## config.mk

```make
export PLATFORM = sky130hd
export DESIGN_NAME = dsbe_ctrl
export DESIGN_NICKNAME = d
export VERILOG_FILES = /design/src/dsbe_pkg.sv /design/src/dsbe_ctrl.sv
export SDC_FILE = /design/constraint.sdc
export NUM_CORES = 1
export LEC_CHECK = 0
export ABC_AREA = 1
export BUFFER_PORTS_ARGS = -buffer_cell sky130_fd_sc_hd__buf_2
export CAP_MARGIN = 25
export CORE_AREA = 2 2 39 41
export CTS_BUF_LIST = sky130_fd_sc_hd__clkbuf_4 sky130_fd_sc_hd__clkbuf_8
export DETAILED_ROUTE_END_ITERATION = 10
export DIE_AREA = 0 0 41 43
export PLACE_DENSITY = 0.41
export RECOVER_POWER = 25
export SLEW_MARGIN = 10
export SYNTH_ARGS = -nofsm -noshare
export SYNTH_HDL_FRONTEND = slang
export SYNTH_SLANG_ARGS = --single-unit
```

## constraint.sdc

```tcl
create_clock -name i_clk -period 1.3 [get_ports i_clk]
set_input_delay 0.13 -clock i_clk [delete_from_list [all_inputs] [get_ports i_clk]]
set_output_delay 0.13 -clock i_clk [all_outputs]
set_load 0.01 [all_outputs]
```

## src/dsbe_pkg.sv

```systemverilog
// Shared types, codes and constants of the dense-select block encoder.
package dsbe_pkg;

    localparam logic [7:0]  CASE0_SPAN   = 8'd74;
    localparam logic [31:0] MAX_RUN_DIFF = 32'd512;
    localparam logic [5:0]  CASE0_BITS   = 6'd11;
    localparam logic [2:0]  CASE_ZERO    = 3'd0;
    localparam logic [2:0]  CASE_LAST    = 3'd7;

    localparam logic OP_PUSH  = 1'b0;
    localparam logic OP_FETCH = 1'b1;

    localparam logic [1:0] KIND_HDR1   = 2'd0;
    localparam logic [1:0] KIND_HDR2   = 2'd1;
    localparam logic [1:0] KIND_SAMPLE = 2'd2;
    localparam logic [1:0] KIND_NONE   = 2'd3;

    typedef struct packed {
        logic push;
        logic fetch_issue;
        logic scan_step;
        logic decide;
        logic fetch_out;
    } t_cmd;

    typedef struct packed {
        logic emitting;
        logic close_now;
        logic run_done;
        logic pipe_busy;
        logic fit;
    } t_status;

    function automatic logic [7:0] span_of(input logic [2:0] c);
        return (c == CASE_ZERO) ? CASE0_SPAN : 8'(8'd128 >> c);
    endfunction

endpackage

```

## src/dsbe_ctrl.sv

```systemverilog
// Controller state machine of the dense-select block encoder.
module dsbe_ctrl (
    input  logic             i_clk,
    input  logic             i_rst_n,
    input  logic             start,
    input  logic             i_op,
    input  dsbe_pkg::t_status i_st,
    output dsbe_pkg::t_cmd    o_cmd,
    output logic             busy
);

    localparam logic [2:0] S_IDLE   = 3'd0;
    localparam logic [2:0] S_SCAN   = 3'd1;
    localparam logic [2:0] S_DRAIN  = 3'd2;
    localparam logic [2:0] S_DECIDE = 3'd3;
    localparam logic [2:0] S_FETCH  = 3'd4;

    logic [2:0] r_state;
    logic [2:0] n_state;

    always_ff @(posedge i_clk) begin
        if (!i_rst_n) begin
            r_state <= S_IDLE;
        end else begin
            r_state <= n_state;
        end
    end

    always_comb begin
        n_state = r_state;
        o_cmd   = '0;
        unique case (r_state)
            S_IDLE: begin
                if (start) begin
                    if (i_op == dsbe_pkg::OP_FETCH) begin
                        o_cmd.fetch_issue = 1'b1;
                        n_state = S_FETCH;
                    end else if (!i_st.emitting) begin
                        o_cmd.push = 1'b1;
                        if (i_st.close_now) begin
                            n_state = S_SCAN;
                        end
                    end
                end
            end
            S_SCAN: begin
                if (i_st.run_done) begin
                    n_state = S_DRAIN;
                end else begin
                    o_cmd.scan_step = 1'b1;
                end
            end
            S_DRAIN: begin
                if (!i_st.pipe_busy) begin
                    n_state = S_DECIDE;
                end
            end
            S_DECIDE: begin
                o_cmd.decide = 1'b1;
                n_state = i_st.fit ? S_IDLE : S_SCAN;
            end
            S_FETCH: begin
                o_cmd.fetch_out = 1'b1;
                n_state = S_IDLE;
            end
            default: begin
                n_state = S_IDLE;
            end
        endcase
    end

    assign busy = (r_state != S_IDLE);

endmodule

```

==> results of run 1 <==
path summary, 6_finish.rpt:
check / cells after the start / startpoint / to
min reg2reg: 2 / r_state[0] / r_state[0]
max reg2reg: 6 / r_state[1] / r_state[0]
max: 4 / r_state[1] / o_cmd[4]
min: 3 / i_rst_n / r_state[0]
where the power goes:
| group | internal (W) | total (W) | switching, W |
|---|---|---|---|
| clock | 0.000135 | 0.000179 | 0.0000435 |
| combinational | 0.0000473 | 0.000102 | 0.0000543 |
| sequential | 0.0000973 | 0.000106 | 0.00000845 |
cell type report:
cell class              instances  area share, %
multi-input cells              24           35.8
repair buffers                 17           25.8
flip-flops and latches          3           16.4
inverters                      10           9.43
clock buffers                   4           7.55
well taps                      16           5.03
through the flow:
stage | instances | utilization, % | setup TNS [ns]
final | 74 | 28.8 | 0
after global placement | 67 | 23.0 | 0
after floorplan | 37 | - | 0
after CTS | 71 | 25.1 | 0
after global routing | 74 | 28.8 | -0.0608
after detailed placement | 67 | 23.0 | 0
logic make-up (layout without fill, tap and decap cells):
group                  count (synthesis)  count (layout)  share of synthesized area, %
AND/OR/NAND/NOR                       22              22                          52.7
flip-flops                             3               3                          26.4
AO/OA/AOI/OAI                          2               2                          4.39
buffers and inverters                 10              31                          16.5
layout by cell type, fill, tap and decap left out:
cell / Yosys / routed
nor3_1: 3 / 2
o21ai_0: 1 / 1
nand3_1: 3 / 3
dfxtp_4: 0 / 1
buf_2: 0 / 13
a21oi_1: 1 / 1
dfxtp_1: 3 / 1
clkbuf_4: 0 / 4
dfxtp_2: 0 / 1
nand3_4: 0 / 1
nand3_2: 2 / 1
nor3_2: 0 / 1
nand2_1: 7 / 7
nor2_4: 1 / 1
buf_6: 0 / 2
nor2_1: 2 / 2
inv_2: 1 / 2
inv_1: 9 / 8
buf_4: 0 / 2
nand4_1: 4 / 4
routing by layer:
layer  vias to the layer above  share of wire, %
li1                        160                 -
met4                         0                 0
met2                        13                48
met5                         -                 0
met3                         0               9.1
met1                       124                43
repair_timing:
item	CTS	global route
endpoints found under the hold margin	0	0
resized for setup	0	8
buffers inserted	0	3
endpoints found under the setup margin	1	2
gates cloned	0	0
pin swaps	1	2
worst max-delay path, delay by kind of cell (launching register included):
family / cells / cell delay, ns
buf+inv: 1 / 0.15
simple gates: 3 / 0.39
flops: 1 / 0.35
==> metrics.cfg, run 1 <==
[critical_path]
start_kind = flip-flop
critPathMaxStageDelay_ns = 0.35
end_kind = output port
criticalPathCategory = reg2out
slowest_stage = dfxtp_4
worstPathMaxFanout = 5
rrSetupSlack_ns = 0.18
required_ns = 1.17
worstPathCellList = nor2_4 > nand3_2 > nor3_2 > buf_2
arrival_ns = 1.10

[synth]
synth_cell_types = 12
ys_seq_area_share_pct = 26.4
syn_area_per_cell_um2 = 6.15
ys_top_cells_by_count = inv_1 (9), nand2_1 (7), nand4_1 (4)
syn-cell-area_um2 = 228
synth_edf_count = 0
synth_top_cell_by_area = dfxtp_1
ys.flop_type = dfxtp_1
netlist.area_leader.share_pct = 26.4
yosys_register_bits = 3
ys.warnings.count = 0
postSynthNetCount = 46
ys_async_sr_fraction_pct = 0
synthTopCellsByArea = dfxtp_1 (26%), inv_1 (15%), nand2_1 (12%), nand4_1 (11%), nand3_2 (8.8%)
synth_most_common_cell = inv_1
synthCells = 37

[run]
maxCapViolations = 0

[floorplan]
core_area_um2 = 1380
placementRows = 14
start_util_pct = 16.5
io_pins = 15
fp.dieH_um = 43
die_area_um2 = 1760
die_w_um = 41

[timing]
final.min_clock_period_ns = 1.23
setup_slack_ns = 0.0690
tightest_slew_ns = 0.180
maxSlewHeadroom_pct = 87.9
post-route-period-util_pct = 94.7
hold_viol = 0
max_freq_mhz = 812
hold_ws_ns = 0.156
finClkSkew_ns = 0.00149
rsz0062_at_grt = yes
slew_viol_final = 0
setup_viol = 0

[clocking]
cts_hold_buf = 0
cts.path.max_buffers = 2
cts_max_level = 1
clock-sinks = 3
clock-root-buffer = clkbuf_4
cts_made_buffers = 3
clock_latency_ns = 0.23
cts_tree = yes
clkTransAtPathRegs_ns = 0.04

[finish]
synthToLayoutAreaGrowth_pct = 74.7
largestRegisters = r_state x3
postLayoutCellArea_um2 = 398
fin_nets = 68
multi_input_area_um2 = 143
n_fill_cell = 158
largest_register_ff_count = 3
regMostFlops = r_state
seq_area_um2 = 65.1
drive_above_1_share_pct = 50.0
num_antenna_cells = 0

[drt]
wire_per_inst_um = 8.64
vias_per_cell = 4.01
dr.pass1.iters = 2
ant_nets = 0
wirelength_um = 639
vias = 297
drtIter0Drc = 1
drc = 0

[pwr]
leakage_nw = 0.228
power_density_nw_per_um2 = 971
total_power_w = 0.000386
vdd_ir_drop_max_mv = 0.360

[placement]
postPlaceCellArea_um2 = 318
place.port_buffers = 14
place_ws_ns = 0.237
dp_hpwl_um = 488
finalWeightedCongestion = 0.689

[global_route]
grt_max_degree = 8
gr-total-overflow = 0
track_usage_pct = 8.93
grt_pass1_vias = 265
antenna_found_initial = 0
grtUsageMet1_pct = 11.2
top_usage_layer = met1
use_met2_pct = 10.3
met3_usage_pct = 3.14
grt_pass1_wl_um = 979

[status]
outcome = finished, final reports clean

[min_path]
hp-class = in2reg

Power figures use the tool's default switching activity.
==> run 2: changes to the inputs <==
--- a/config.mk
+++ b/config.mk
@@ -12,6 +12,7 @@
 export CTS_BUF_LIST = sky130_fd_sc_hd__clkbuf_4 sky130_fd_sc_hd__clkbuf_8
 export DETAILED_ROUTE_END_ITERATION = 10
 export DIE_AREA = 0 0 41 43
+export GPL_TIMING_DRIVEN = 0
 export PLACE_DENSITY = 0.41
 export RECOVER_POWER = 25
 export SLEW_MARGIN = 10
==> run 2 against run 1 <==
  * Clock skew up 0.0022 ns
  * Die area unchanged
  * Sequential share of layout area down 0.073 points
  * Critical path depth unchanged
  * Clock power about the same
  * Final cell count unchanged
  * Sequential power about the same
  * Count of clock-buffer cells in the layout unchanged
  * Critical path type unchanged
  * Critical endpoint unchanged
  * Largest cell class unchanged
==> metrics.cfg, run 2 (synthesis results as in run 1) <==
[timing]
setup_viol = 0
hold_ws_ns = 0.155
post-route-period-util_pct = 94.7
max_freq_mhz = 813
finClkSkew_ns = 0.00365
slew_viol_final = 0
final.min_clock_period_ns = 1.23
rsz0062_at_grt = yes
maxSlewHeadroom_pct = 85.6
tightest_slew_ns = 0.216
hold_viol = 0
fin_setup_tns_ns = 0
setup_slack_ns = 0.0694

[floorplan]
placementRows = 14
io_pins = 15
start_util_pct = 16.5
die_w_um = 41
fp.dieH_um = 43
core_area_um2 = 1380
die_area_um2 = 1760

[finish]
final_cells = 74
largest_register_ff_count = 3
final_common_cell = buf_2
regMostFlops = r_state
synthToLayoutAreaGrowth_pct = 65.4
layout_common_cells = buf_2 (14), inv_1 (9), nand2_1 (7), nand4_1 (4), clkbuf_4 (4)
drive_above_1_share_pct = 46.6
largestRegisters = r_state x3
fin_nets = 68
num_antenna_cells = 0
n_fill_cell = 173

[critical_path]
criticalPathCategory = reg2out
start_kind = flip-flop
arrival_ns = 1.10
end_kind = output port
required_ns = 1.17
worstPathMaxFanout = 6

[drt]
drc = 0
vias = 295
vias_per_cell = 3.99
wirelength_um = 633
ant_nets = 0
dr.pass1.iters = 1
wire_per_inst_um = 8.55
drtIter0Drc = 0

[run]
maxCapViolations = 0

[placement]
place.port_buffers = 14
finalWeightedCongestion = 0.687
dp.cells = 67
dp_hpwl_um = 497
place_ws_ns = 0.232

[global_route]
grt_max_degree = 8
grt_pass1_vias = 264
gr-total-overflow = 0
track_usage_pct = 7.72
grt_pass1_wl_um = 966
antenna_found_initial = 0

[pwr]
p_sw_w = 0.000106
swShare_pct = 27.7
p_comb_share_pct = 24.8
p_seq_share_pct = 27.6
power_density_nw_per_um2 = 1020
vdd_ir_drop_max_mv = 0.289
leakage_nw = 0.226
p_int_w = 0.000277
clkPwrFrac_pct = 47.6

[clocking]
cts.path.max_buffers = 2
cts_made_buffers = 3
cts_max_level = 1
clock-root-buffer = clkbuf_4
clkTransAtPathRegs_ns = 0.04
cts_tree = yes
cts_hold_buf = 0
clock-sinks = 3
clock_latency_ns = 0.23

[min_path]
hp-class = in2reg

[status]
outcome = finished, final reports clean

## run 2: cell count changes in the layout (fill, tap and decap cells not counted)
| cell | before | now |
|---|---|---|
| dfxtp_4 | 1 | 0 |
| nand3_2 | 1 | 2 |
| inv_1 | 8 | 9 |
| inv_2 | 2 | 1 |
| dfxtp_1 | 1 | 2 |
| buf_6 | 2 | 0 |
| nand3_4 | 1 | 0 |
| buf_4 | 2 | 3 |
| buf_2 | 13 | 14 |
## run 2: stage by stage
| stage | total power (W) | utilization, % | area (um^2) |
|---|---|---|---|
| 2_1_floorplan | 0.000159 | - | 228 |
| 3_3_place_gp | 0.000192 | 23.0 | 318 |
| 3_5_place_dp | 0.000192 | 23.0 | 318 |
| 4_1_cts | 0.000380 | 25.1 | 348 |
| 5_1_grt | 0.000411 | 27.2 | 377 |
| 6_report | 0.000384 | 27.2 | 377 |
## run 2: final timing paths
kind | depth (start not counted) | endpoint | slack, ns | startpoint
hold / removal | 3 | r_state[0] | 0.15 | i_rst_n
hold reg to reg | 2 | r_state[0] | 0.58 | r_state[0]
setup / recovery | 4 | o_cmd[4] | 0.07 | r_state[1]
setup reg to reg | 7 | r_state[0] | 0.25 | r_state[1]
## run 2: power by group through the flow
stage | clock (W) | sequential [W] | combinational [W]
floorplan | 0 | 0.000106 | 0.0000529
global placement | 0 | 0.000107 | 0.0000847
detailed placement | 0 | 0.000107 | 0.0000845
CTS | 0.000189 | 0.000106 | 0.0000854
global route | 0.000196 | 0.000107 | 0.000108
finish | 0.000182 | 0.000106 | 0.0000951
## run 2: layer usage
metal,global-route usage [%],routed length [um],vias to the layer above
met3,1.57,62,0
met4,4.00,0,0
li1,-,-,163
met5,0,0,-
met1,11.5,304,119
met2,10.0,265,13
## run 2: what timing repair did
action	in CTS	in global routing
endpoints found under the setup margin	2	2
hold endpoints to repair	0	0
pin swaps	1	1
buffers inserted	0	3
resized for setup	0	2
## run 2: final cells by class
cell class	instances	area (um^2)	share of cell area, %
Timing Repair Buffer	17	92.6	24.6
Inverter	10	37.5	9.97
Clock buffer	4	30.0	7.97
Tap cell	16	20.0	5.32
Multi-Input combinational cell	24	135	35.9
Sequential cell	3	61.3	16.3
## run 2: critical path, stage by stage, from the launching register on
cell and delay, ns:
dfxtp_2 0.34, nor2_4 0.18, nand3_2 0.10, nor3_2 0.10
buf_2 0.15
==> run 3: changes to the inputs <==
--- a/config.mk
+++ b/config.mk
@@ -8,12 +8,14 @@
 export ABC_AREA = 1
 export BUFFER_PORTS_ARGS = -buffer_cell sky130_fd_sc_hd__buf_2
 export CAP_MARGIN = 25
+export CELL_PAD_IN_SITES_DETAIL_PLACEMENT = 0
+export CELL_PAD_IN_SITES_GLOBAL_PLACEMENT = 1
 export CORE_AREA = 2 2 39 41
 export CTS_BUF_LIST = sky130_fd_sc_hd__clkbuf_4 sky130_fd_sc_hd__clkbuf_8
 export DETAILED_ROUTE_END_ITERATION = 10
 export DIE_AREA = 0 0 41 43
 export GPL_TIMING_DRIVEN = 0
-export PLACE_DENSITY = 0.41
+export PLACE_DENSITY = 0.57
 export RECOVER_POWER = 25
 export SLEW_MARGIN = 10
 export SYNTH_ARGS = -nofsm -noshare
==> run 3 against run 2 <==
  * Sequential cell count unchanged
  * Non-clock buffer count decreased by 2
  * Critical path type unchanged
  * Cell area decreased by 4.0%
  * Worst hold slack got worse by 0.0030 ns
  * Die area unchanged
  * Critical path depth unchanged
  * Utilization decreased by 1.1 points
  * Worst setup slack got worse by 0.0083 ns
  * Sequential power about the same
==> metrics.cfg, run 3 (synthesis results as in run 1) <==
[status]
outcome = finished, final reports clean

[finish]
layout_common_cells = buf_2 (14), inv_1 (9), nand2_1 (7), nand4_1 (4), clkbuf_4 (4)
num_antenna_cells = 0
fin_util_pct = 26.1
largestRegisters = r_state x3
final_common_cell = buf_2
postLayoutCellArea_um2 = 362
synthToLayoutAreaGrowth_pct = 58.8
drive_above_1_share_pct = 44.6
fin_nets = 66
n_fill_cell = 169
final_cells = 72
largest_register_ff_count = 3
regMostFlops = r_state

[placement]
postPlaceCellArea_um2 = 318
place.port_buffers = 14
dp.cells = 67
dp_hpwl_um = 481
finalWeightedCongestion = 0.721

[critical_path]
end_kind = output port
arrival_ns = 1.11
worstPathMaxFanout = 7
start_kind = flip-flop
criticalPathCategory = reg2out
rr_worst_depth = 6
required_ns = 1.17

[run]
maxCapViolations = 0

[floorplan]
die_area_um2 = 1760
io_pins = 15
fp.dieH_um = 43
die_w_um = 41
core_area_um2 = 1380
start_util_pct = 16.5
placementRows = 14

[drt]
drtIter0Drc = 2
wire_per_inst_um = 8.11
vias_per_cell = 3.90
wirelength_um = 584
vias = 281
drc = 0
dr.pass1.iters = 3
ant_nets = 0

[timing]
tightest_slew_ns = 0.210
finClkSkew_ns = 0.00255
final.min_clock_period_ns = 1.24
maxSlewHeadroom_pct = 86.0
max_freq_mhz = 807
post-route-period-util_pct = 95.3
hold_viol = 0
rsz0062_at_grt = yes
setup_viol = 0
slew_viol_final = 0
fin_setup_tns_ns = 0

[clocking]
cts_hold_buf = 0
cts_made_buffers = 3
clkTransAtPathRegs_ns = 0.04
clock_latency_ns = 0.23
clock-sinks = 3
cts.path.max_buffers = 2
cts_tree = yes
cts_max_level = 1
clock-root-buffer = clkbuf_4

[global_route]
grt_pass1_vias = 265
track_usage_pct = 8.94
gr-total-overflow = 0
grt_max_degree = 8
grt_pass1_wl_mm = 1.01
antenna_found_initial = 0

[pwr]
vdd_ir_drop_max_mv = 0.478
power_density_nw_per_um2 = 1040
leakage_nw = 0.217

[min_path]
min_path_cells = 3
hp-class = in2reg

==> run 3: per-stage QoR <==
stage / setup slack [ns] / hold WS (ns) / total power, W
final: 0.0611 / 0.152 / 0.000377
after floorplan: 0.301 / 0.262 / 0.000159
after global routing: -0.0492 / 0.143 / 0.000415
after global placement: 0.236 / 0.391 / 0.000193
after detailed placement: 0.227 / 0.393 / 0.000191
after CTS: 0.00429 / 0.145 / 0.000383
==> run 3: layer usage <==
layer / vias to the layer above / part of all wire [%] / track usage, %
met5: - / 0 / 0
met4: 0 / 0 / 6.00
met3: 0 / 6.2 / 5.24
met2: 6 / 48 / 10.6
met1: 117 / 46 / 11.6
li1: 158 / - / -
==> run 3: where the power goes <==
group	internal, W	switching (W)	leakage, nW
combinational	0.0000382	0.0000495	0.174
sequential	0.0000981	0.00000766	0.0249
clock	0.000136	0.0000478	0.0184
total	0.000272	0.000105	0.217
==> run 3: worst max-delay path, cell delays in order, from the launching register on <==
cell	delay, ns
dfxtp_2	0.34
nor2_4	0.19
nand3_2	0.10
nor3_2	0.10
buf_2	0.14
==> run 3: area by class of cell <==
type	count	area, um^2	share of cell area, %
clock buffer	4	30.0	8.30
inverter	10	37.5	10.4
multi-input combinational	24	135	37.4
sequential	3	61.3	17.0
tap	16	20.0	5.54
timing repair buffer	15	77.6	21.5
==> run 3: path summary, 6_finish.rpt <==
kind / from / to / slack (ns)
worst max register to register: r_state[1] / r_state[0] / 0.29
worst min-delay path: i_rst_n / r_state[0] / 0.15
worst min register to register: r_state[0] / r_state[0] / 0.58
worst max-delay path: r_state[1] / o_cmd[4] / 0.06
==> run 3: what timing repair did <==
item                                    CTS  global route
resized for setup                         0             2
endpoints found under the setup margin    1             3
hold endpoints to repair                  0             0
pin swaps                                 1             1
buffers inserted                          0             1
